## config.mk

```make
export PLATFORM = sky130hd
export DESIGN_NAME = multi_slot_interval_timer_core_flat
export DESIGN_NICKNAME = d
export VERILOG_FILES = /design/src/hw/rtl/msit_pkg.sv /design/src/hw/rtl/msit_in_if.sv /design/src/hw/rtl/msit_out_if.sv /design/src/hw/rtl/multi_slot_interval_timer_core.sv /design/src/flat_wrapper.sv
export SDC_FILE = /design/constraint.sdc
export NUM_CORES = 2
export LEC_CHECK = 0
export ABC_AREA = 1
export BUFFER_PORTS_ARGS = -buffer_cell sky130_fd_sc_hd__buf_2
export CAP_MARGIN = 10
export CELL_PAD_IN_SITES_DETAIL_PLACEMENT = 2
export CELL_PAD_IN_SITES_GLOBAL_PLACEMENT = 2
export CORE_AREA = 2 2 653 330
export CTS_CLUSTER_DIAMETER = 40
export DETAILED_ROUTE_END_ITERATION = 16
export DIE_AREA = 0 0 655 332
export MAX_ROUTING_LAYER = met4
export PLACE_DENSITY = 0.94
export SYNTH_ARGS = -nofsm -noshare
export SYNTH_HDL_FRONTEND = slang
export SYNTH_SLANG_ARGS = --single-unit
```

## constraint.sdc

```tcl
create_clock -name clk_i -period 9.5 [get_ports clk_i]
set_clock_uncertainty 0.05 [all_clocks]
set_input_delay 0.475 -clock clk_i [delete_from_list [all_inputs] [get_ports clk_i]]
set_output_delay 0.475 -clock clk_i [all_outputs]
set_load 0.02 [all_outputs]
```

## src/hw/rtl/msit_pkg.sv

```systemverilog
// Shared types and field widths for the multi-slot interval timer.
package msit_pkg;

  localparam int unsigned SLOT_W  = 4;
  localparam int unsigned DUR_W   = 32;
  localparam int unsigned DELTA_W = 16;
  localparam int unsigned MASK_W  = 16;
  localparam int unsigned CFG_W   = 32;

  typedef enum logic [1:0] {
    MODE_TICK  = 2'd0,
    MODE_START = 2'd1,
    MODE_CLEAR = 2'd2
  } mode_e;

endpackage

```

## src/hw/rtl/msit_in_if.sv

```systemverilog
// Input channel of the multi-slot interval timer: valid, ready and the item fields.
interface msit_in_if;
  logic                                valid;
  logic                                ready;
  logic [1:0]                          mode;
  logic [msit_pkg::SLOT_W-1:0]         slot;
  logic [msit_pkg::DUR_W-1:0]          duration;
  logic                                repeat_req;
  logic [msit_pkg::DELTA_W-1:0]        delta;

  modport source (output valid, mode, slot, duration, repeat_req, delta, input ready);
  modport sink   (input valid, mode, slot, duration, repeat_req, delta, output ready);
endinterface

```

## src/hw/rtl/msit_out_if.sv

```systemverilog
// Result channel of the multi-slot interval timer: valid, ready and the result fields.
interface msit_out_if;
  logic                                valid;
  logic                                ready;
  logic [msit_pkg::MASK_W-1:0]         fired_mask;
  logic                                housekeeping_fired;

  modport source (output valid, fired_mask, housekeeping_fired, input ready);
  modport sink   (input valid, fired_mask, housekeeping_fired, output ready);
endinterface

```

## src/hw/rtl/multi_slot_interval_timer_core.sv

```systemverilog
// Top level of the multi-slot interval timer: slot bank, housekeeping counter, result register.
// A beat passes through the input register, then the result register, to its result beat.
// Throughput: one beat per cycle unless the result channel stalls; every slot has its own adder and compare.
// Reset: all slots inactive, counts and housekeeping interval zero, both channels empty.
// Slot durations and repeat flags are not reset; they are read only for started slots.
module multi_slot_interval_timer_core #(
  parameter int unsigned NUM_SLOTS  = 16,
  parameter int unsigned TIME_WIDTH = 32
) (
  input  logic                         clk_i,
  input  logic                         rst_ni,
  input  logic                         cfg_we_i,
  input  logic [msit_pkg::CFG_W-1:0]   cfg_wdata_i,
  msit_in_if.sink                      in_i,
  msit_out_if.source                   out_o
);

  localparam int unsigned SUM_W = TIME_WIDTH + 1;
  localparam int unsigned EXT_W = ((TIME_WIDTH > msit_pkg::DUR_W) ? TIME_WIDTH
                                                                  : msit_pkg::DUR_W) + 1;
  localparam logic [EXT_W-1:0] TIME_MAX_EXT =
    {{(EXT_W-TIME_WIDTH){1'b0}}, {TIME_WIDTH{1'b1}}};

  typedef logic [TIME_WIDTH-1:0] time_t;

  // input register
  logic                          in_valid_q;
  msit_pkg::mode_e               mode_q;
  logic [msit_pkg::SLOT_W-1:0]   slot_q;
  logic [msit_pkg::DUR_W-1:0]    duration_q;
  logic                          repeat_q;
  logic [msit_pkg::DELTA_W-1:0]  delta_q;

  // result register
  logic                          out_valid_q;
  logic [msit_pkg::MASK_W-1:0]   mask_q, mask_d;
  logic                          hk_fired_q, hk_fired_d;

  // state
  logic [msit_pkg::CFG_W-1:0]    interval_q;
  time_t                         count_q  [NUM_SLOTS];
  time_t                         count_d  [NUM_SLOTS];
  time_t                         dur_q    [NUM_SLOTS];
  time_t                         dur_d    [NUM_SLOTS];
  logic [NUM_SLOTS-1:0]          rep_q, rep_d;
  logic [NUM_SLOTS-1:0]          active_q, active_d;
  time_t                         hk_count_q, hk_count_d;

  logic                          out_free;
  logic                          adv;
  logic                          in_acc;
  logic [NUM_SLOTS-1:0]          slot_hit;
  logic [NUM_SLOTS-1:0]          fired;
  logic [SUM_W-1:0]              slot_sum [NUM_SLOTS];
  time_t                         slot_new [NUM_SLOTS];
  logic [SUM_W-1:0]              hk_sum;
  time_t                         hk_new;
  logic [EXT_W-1:0]              dur_ext;
  time_t                         dur_sat;
  logic [EXT_W-1:0]              intv_ext;
  time_t                         intv_sat;

  assign out_free   = !out_valid_q || out_o.ready;
  assign adv        = in_valid_q && out_free;
  assign in_i.ready = !in_valid_q || out_free;
  assign in_acc     = in_i.valid && in_i.ready;

  // saturate wide values to the time range
  assign dur_ext  = EXT_W'(duration_q);
  assign dur_sat  = (dur_ext > TIME_MAX_EXT) ? '1 : dur_ext[TIME_WIDTH-1:0];
  assign intv_ext = EXT_W'(interval_q);
  assign intv_sat = (intv_ext > TIME_MAX_EXT) ? '1 : intv_ext[TIME_WIDTH-1:0];

  assign hk_sum = {1'b0, hk_count_q} + SUM_W'(delta_q);
  assign hk_new = hk_sum[TIME_WIDTH] ? '1 : hk_sum[TIME_WIDTH-1:0];

  always_comb begin
    for (int i = 0; i < NUM_SLOTS; i++) begin
      slot_hit[i] = (int'(slot_q) == i);
      slot_sum[i] = {1'b0, count_q[i]} + SUM_W'(delta_q);
      slot_new[i] = slot_sum[i][TIME_WIDTH] ? '1 : slot_sum[i][TIME_WIDTH-1:0];
    end
  end

  always_comb begin
    count_d    = count_q;
    dur_d      = dur_q;
    rep_d      = rep_q;
    active_d   = active_q;
    hk_count_d = hk_count_q;
    hk_fired_d = 1'b0;
    fired      = '0;
    unique case (mode_q)
      msit_pkg::MODE_TICK: begin
        for (int i = 0; i < NUM_SLOTS; i++) begin
          if (active_q[i]) begin
            count_d[i] = slot_new[i];
            if (slot_new[i] >= dur_q[i]) begin
              fired[i] = 1'b1;
              if (rep_q[i]) begin
                count_d[i] = '0;
              end else begin
                active_d[i] = 1'b0;
              end
            end
          end
        end
        if (hk_new >= intv_sat) begin
          hk_count_d = '0;
          hk_fired_d = 1'b1;
        end else begin
          hk_count_d = hk_new;
        end
      end
      msit_pkg::MODE_START: begin
        for (int i = 0; i < NUM_SLOTS; i++) begin
          if (slot_hit[i]) begin
            dur_d[i]    = dur_sat;
            rep_d[i]    = repeat_q;
            count_d[i]  = '0;
            active_d[i] = 1'b1;
          end
        end
      end
      msit_pkg::MODE_CLEAR: begin
        for (int i = 0; i < NUM_SLOTS; i++) begin
          if (slot_hit[i]) begin
            active_d[i] = 1'b0;
          end
        end
      end
      default: begin
      end
    endcase
  end

  for (genvar g = 0; g < msit_pkg::MASK_W; g++) begin : g_mask
    if (g < NUM_SLOTS) begin : g_live
      assign mask_d[g] = fired[g];
    end else begin : g_none
      assign mask_d[g] = 1'b0;
    end
  end

  // control and reset-cleared state
  always_ff @(posedge clk_i or negedge rst_ni) begin
    if (!rst_ni) begin
      in_valid_q  <= 1'b0;
      out_valid_q <= 1'b0;
      interval_q  <= '0;
      active_q    <= '0;
      hk_count_q  <= '0;
      for (int i = 0; i < NUM_SLOTS; i++) begin
        count_q[i] <= '0;
      end
    end else begin
      if (in_i.ready) begin
        in_valid_q <= in_i.valid;
      end
      if (out_free) begin
        out_valid_q <= in_valid_q;
      end
      if (cfg_we_i) begin
        interval_q <= cfg_wdata_i;
      end
      if (adv) begin
        active_q   <= active_d;
        hk_count_q <= hk_count_d;
        count_q    <= count_d;
      end
    end
  end

  // payload
  always_ff @(posedge clk_i) begin
    if (in_acc) begin
      mode_q     <= msit_pkg::mode_e'(in_i.mode);
      slot_q     <= in_i.slot;
      duration_q <= in_i.duration;
      repeat_q   <= in_i.repeat_req;
      delta_q    <= in_i.delta;
    end
    if (adv) begin
      dur_q      <= dur_d;
      rep_q      <= rep_d;
      mask_q     <= mask_d;
      hk_fired_q <= hk_fired_d;
    end
  end

  assign out_o.valid              = out_valid_q;
  assign out_o.fired_mask         = mask_q;
  assign out_o.housekeeping_fired = hk_fired_q;

  a_non_tick_empty: assert property (@(posedge clk_i) disable iff (!rst_ni)
    (adv && mode_q != msit_pkg::MODE_TICK) |=>
      (out_valid_q && mask_q == '0 && !hk_fired_q))
    else $error("start or clear beat gave a non-empty result");

  a_tick_no_activate: assert property (@(posedge clk_i) disable iff (!rst_ni)
    (adv && mode_q == msit_pkg::MODE_TICK) |=> ((active_q & ~$past(active_q)) == '0))
    else $error("tick beat activated a slot");

  a_stall_blocks_input: assert property (@(posedge clk_i) disable iff (!rst_ni)
    (in_valid_q && out_valid_q && !out_o.ready) |-> !in_i.ready)
    else $error("input taken while both registers are full and stalled");

  a_stall_holds_state: assert property (@(posedge clk_i) disable iff (!rst_ni)
    !adv |=> ($stable(active_q) && $stable(hk_count_q)))
    else $error("slot state changed without a beat advancing");

endmodule

```

## src/flat_wrapper.sv

```systemverilog
// flat-port wrapper written by rule: the top's interface ports become plain ports
module multi_slot_interval_timer_core_flat 
#(
  parameter int unsigned NUM_SLOTS  = 16,
  parameter int unsigned TIME_WIDTH = 32
)
  (clk_i, rst_ni, cfg_we_i, cfg_wdata_i, in_i_valid, in_i_mode, in_i_slot, in_i_duration, in_i_repeat_req, in_i_delta, in_i_ready, out_o_valid, out_o_fired_mask, out_o_housekeeping_fired, out_o_ready);
  msit_in_if in_i_i ();
  msit_out_if out_o_i ();
  input  logic clk_i;
  input  logic rst_ni;
  input  logic cfg_we_i;
  input  logic [msit_pkg::CFG_W-1:0] cfg_wdata_i;
  input wire logic [$bits(in_i_i.valid)-1:0] in_i_valid;
  input wire logic [$bits(in_i_i.mode)-1:0] in_i_mode;
  input wire logic [$bits(in_i_i.slot)-1:0] in_i_slot;
  input wire logic [$bits(in_i_i.duration)-1:0] in_i_duration;
  input wire logic [$bits(in_i_i.repeat_req)-1:0] in_i_repeat_req;
  input wire logic [$bits(in_i_i.delta)-1:0] in_i_delta;
  output wire logic [$bits(in_i_i.ready)-1:0] in_i_ready;
  output wire logic [$bits(out_o_i.valid)-1:0] out_o_valid;
  output wire logic [$bits(out_o_i.fired_mask)-1:0] out_o_fired_mask;
  output wire logic [$bits(out_o_i.housekeeping_fired)-1:0] out_o_housekeeping_fired;
  input wire logic [$bits(out_o_i.ready)-1:0] out_o_ready;
  assign in_i_i.valid = in_i_valid;
  assign in_i_i.mode = in_i_mode;
  assign in_i_i.slot = in_i_slot;
  assign in_i_i.duration = in_i_duration;
  assign in_i_i.repeat_req = in_i_repeat_req;
  assign in_i_i.delta = in_i_delta;
  assign in_i_ready = in_i_i.ready;
  assign out_o_valid = out_o_i.valid;
  assign out_o_fired_mask = out_o_i.fired_mask;
  assign out_o_housekeeping_fired = out_o_i.housekeeping_fired;
  assign out_o_i.ready = out_o_ready;
  multi_slot_interval_timer_core #(.NUM_SLOTS(NUM_SLOTS), .TIME_WIDTH(TIME_WIDTH)) u_core (.clk_i(clk_i), .rst_ni(rst_ni), .cfg_we_i(cfg_we_i), .cfg_wdata_i(cfg_wdata_i), .in_i(in_i_i), .out_o(out_o_i));
endmodule
```

==> summary.md, run 1 <==
| Metric | Value |
|---|---|
| Synth Warn # | `0` |
| Row Count | `120` |
| Count of different cell masters after synthesis | `50` |
| Setup bufs post-CTS | `0` |
| Most common cell in the synthesized netlist | `nand2_1` |
| Cells after Synth | `11900` |
| DPL Wire Length | `337000 um` |
| Largest net degree at the start of global routing | `115` |
| Halt Stage | `5_1_grt` |
| Gpl congestion | `1.01` |
| Average size of a mapped cell | `7.31 um2` |
| Die span in x | `655 um` |
| Tool Error | `[ERROR GRT-0228] Horizontal edge usage exceeds the maximum allowed. (17, 13) usage=65535 limit=3000` |
| IO Port Bufs | `110` |
| Post-synth EDFFs | `600` |
| Flops & latches, synth | `1194` |
| Mapped Area | `0.0866 mm2` |
| Asr flop ratio synth | `0.497` |
| Initial core utilization | `0.408` |
| TritonCTS Sinks | `1194` |
| Dpl ws | `3120 ps` |
| Initial antenna violation count | `74` |
| Die Ht | `332 um` |
| Post-synth top area share | `0.208` |
| CTS H-tree lvls | `4` |
| Status | `did not finish` |
| Synth area leader | `edfxtp_1` |
| Synth top cells by count | `nand2_1, inv_1, nand3_1` |
| Top FF cell, synth | `edfxtp_1` |
| Area contributors post-synth | `edfxtp_1, dfrtp_1, nand2_1` |
| Syn_nets | `12800` |
| Io pins | `111` |
| CTS Buf Count | `178` |
| Clock tree buffer depth | `4` |
| CTS root buf | `clkbuf_16` |
| Sequential share of the synthesized area | `0.380` |
kinds of logic after synthesis:
kind of cell    after synthesis  synth area share
compound gates              995            0.0601
xor+xnor                    178            0.0180
fa+ha+maj                   837             0.122
buf+inv                    2192            0.0988
flops                      1194             0.380
mux                           1          0.000130
simple gates               6455             0.321
stage by stage:
| step | instance area (um2) | hold slack, ps | std cells |
|---|---|---|---|
| 2_1_floorplan | 86600 | 129 | 11900 |
| 3_3_place_gp | 90800 | 419 | 14800 |
| 3_5_place_dp | 90800 | 434 | 14800 |
| 4_1_cts | 97800 | 129 | 15200 |
timing repair:
action / in CTS
resized for setup: 0
hold endpoints to repair: 153
hold buffers: 92
==> inputs of run 2 (changes only) <==
Settings changed: CELL_PAD_IN_SITES_DETAIL_PLACEMENT 2 to unset, CELL_PAD_IN_SITES_GLOBAL_PLACEMENT 2 to unset, CORE_AREA 2 2 653 330 to 2 2 469 471, CTS_CLUSTER_DIAMETER 40 to unset, DIE_AREA 0 0 655 332 to 0 0 471 473, MAX_ROUTING_LAYER met4 to unset, PLACE_DENSITY 0.94 to unset, PLACE_DENSITY_LB_ADDON set to 0.15.
==> summary.md, run 2 <==
| Metric | Value |
|---|---|
| Fin crit share | `0.658` |
| Worst slew pin tran | `1190 ps` |
| Dpl ws | `3380 ps` |
| Final Hold Viols | `0` |
| Synth Warn # | `0` |
| Status | `complete, no violations` |
| Setup ws final | `3250 ps` |
| CTS Buf Count | `148` |
| Leakage | `50.8 nW` |
| Gpl congestion | `0.985` |
| IO Port Bufs | `110` |
| Crit-path cells | `buf_4 > ha_1 > nand2_1 > inv_1 > a21oi_1 > nand2_1 > nand3_1 > nand2_2 > nand2_4 > inv_2 > nor2_1 > inv_1 > ha_1 > a21oi_1 > nor2_1 > nor2_1 > nand3_1 > nand2_1 > nand2_1 > nand2_1 > nand2_1 > nand2_1 > nand2_1 > o21ai_0` |
| Min Tclk post-route | `6250 ps` |
| # DRC | `0` |
| CTS tree | `done` |
| Clock Latency Late Sink | `830 ps` |
| Synth top cells by count | `nand2_1, inv_1, nand3_1` |
| Peak supply drop | `0.221 mV` |
| Fill cell count | `22200` |
| Pre-Repair DR Iteration Count | `6` |
| Most common cell in the synthesized netlist | `nand2_1` |
| Top cell by count, worst path | `nand2_1` |
| Die Area | `0.223 mm2` |
| Count of different cell masters after synthesis | `50` |
| Biggest regs | `u_core.count_q: 512 flops, u_core.dur_q: 512 flops` |
| Crit path max fanout | `21` |
| Unrepaired setup endpoints after global routing | `no` |
| CTS H-tree lvls | `4` |
| Worst Path Class, Setup | `reg2reg` |
| Io pins | `111` |
| Vias | `80300` |
| Share of cells above drive strength 1 | `0.0592` |
| Average size of a mapped cell | `7.31 um2` |
| Post-synth top area share | `0.208` |
| Crit path max-delay family | `simple AND/OR/NAND/NOR gates` |
| Row Count | `172` |
| Highest cell delay on the worst timing path | `1080 ps` |
| Asr flop ratio synth | `0.497` |
| Wire length after detailed routing | `311000 um` |
| Nets | `13100` |
| Final cell count without fillers | `15200` |
| GRT Util Overall | `0.276` |
| Core area | `0.218 mm2` |
| Wire per inst | `20.5 um` |
| Worst hold path class | `in2async` |
| Initial drt markers | `8553` |
| PD cells | `255 mW/mm2` |
| Slowest-stage cell, CP | `edfxtp_1` |
| Synth area leader | `edfxtp_1` |
| Layout area overhead | `11.9%` |
| Initial core utilization | `0.397` |
| R2R cell count | `24` |
| Clock tree buffer depth | `3` |
| Worst-path clk slew | `60 ps` |
| DPL Wire Length | `217000 um` |
| Setup TNS | `0 ps` |
| Worst Path Required | `10160 ps` |
| TritonCTS Sinks | `1194` |
| Most frequent cells in the layout | `nand2_1, inv_1, nand3_1` |
| DRT antenna net count | `0` |
| CTS root buf | `clkbuf_16` |
| Flops & latches, synth | `1194` |
| Die Ht | `473 um` |
| CP Capture Type | `register` |
| Crit path buf inv count | `4` |
| CP Launch Type | `register` |
| Sequential share of the synthesized area | `0.380` |
| First-pass GRT wire length | `468000 um` |
| Most common cell after layout, fill and taps aside | `nand2_1` |
| Post-synth EDFFs | `600` |
| Vias in the first global route | `76900` |
| Top FF cell, synth | `edfxtp_1` |
| Area contributors post-synth | `edfxtp_1, dfrtp_1, nand2_1` |
| Slew margin rel. | `0.203` |
| Initial antenna violation count | `56` |
| Setup violators final | `0` |
| Largest net degree at the start of global routing | `131` |
| Final Max Tran Viols | `0` |
| Vias/cell | `5.29` |
| Max-cap viol count | `0` |
| Die span in x | `471 um` |
| CP Depth | `24` |
| Syn_nets | `12800` |
| Fmax | `160 MHz` |
| Worst EP arrival | `6920 ps` |
| GRT overflow | `0` |
| Cells after Synth | `11900` |
| Placed cell count | `14800` |
| Mapped Area | `0.0866 mm2` |
[run 2: cell counts after synthesis]
No cell type changed its count.
[run 2: repair_timing]
| item | 4_1_cts | 5_1_grt |
|---|---|---|
| hold buffers | 92 | 0 |
| endpoints found under the hold margin | 165 | 0 |
| buffers inserted | 0 | 0 |
| resized for setup | 0 | 0 |
[run 2: report_power, final]
part | total, W | switching [W] | internal (W)
sequential | 0.00694 | 0.000717 | 0.00622
clock | 0.00591 | 0.00248 | 0.00342
combinational | 0.0118 | 0.00783 | 0.00400
total | 0.0247 | 0.0110 | 0.0136
[run 2: cells by family after synthesis]
| family | Yosys count | synth area share |
|---|---|---|
| AOI/OAI and AO/OA | 995 | 0.0601 |
| xor gates and xnor gates | 178 | 0.0180 |
| adders and majority gates | 837 | 0.122 |
| buffers and inverters | 2192 | 0.0988 |
| DFF | 1194 | 0.380 |
| muxes | 1 | 0.000130 |
| and+or+nand+nor | 6455 | 0.321 |
[run 2: cell type report]
cell class,instances,area (um2),share of cell area
clock buffers,189,4000,0.0413
well taps,2871,3590,0.0371
clock inverters,89,1040,0.0107
diodes,46,115,0.00119
inverters,1992,7480,0.0772
flip-flops and latches,1194,32900,0.339
multi-input cells,8466,45300,0.468
repair buffers,332,2490,0.0257
[run 2: worst paths after layout]
check                                                 from  slack (ps)                                to
setup / recovery               u_core.delta_q[6]$_DFFE_PP_        3250   u_core.count_q[134]$_DFFE_PN0P_
hold / removal                                      rst_ni         180   u_core.count_q[264]$_DFFE_PN0P_
setup reg to reg               u_core.delta_q[6]$_DFFE_PP_        3250   u_core.count_q[134]$_DFFE_PN0P_
hold reg to reg            u_core.count_q[480]$_DFFE_PN0P_         440   u_core.count_q[480]$_DFFE_PN0P_
max in group asynchronous                           rst_ni        7020   u_core.count_q[255]$_DFFE_PN0P_
min in group clk_i                                cfg_we_i         260  u_core.interval_q[1]$_DFFE_PN0P_
[run 2: per-stage QoR]
stage | hold slack (ps) | total power [W] | utilization | instance area (um2)
4_1_cts | 178 | 0.0247 | 0.444 | 96800
2_1_floorplan | 129 | 0.0152 | - | 86600
5_1_grt | 229 | 0.0267 | 0.444 | 96800
3_5_place_dp | 422 | 0.0186 | 0.416 | 90900
3_3_place_gp | 419 | 0.0184 | 0.416 | 90800
6_report | 181 | 0.0247 | 0.444 | 96900
[run 2: layer usage]
| layer | up-vias | global-route usage | share of wire |
|---|---|---|---|
| met5 | - | 0 | 0.000042 |
| met4 | 2 | 0.0957 | 0.034 |
| met3 | 465 | 0.0418 | 0.086 |
| met2 | 3068 | 0.423 | 0.43 |
| met1 | 37800 | 0.396 | 0.45 |
| li1 | 39000 | - | - |
No activity file was read; power rests on OpenSTA's default activity.
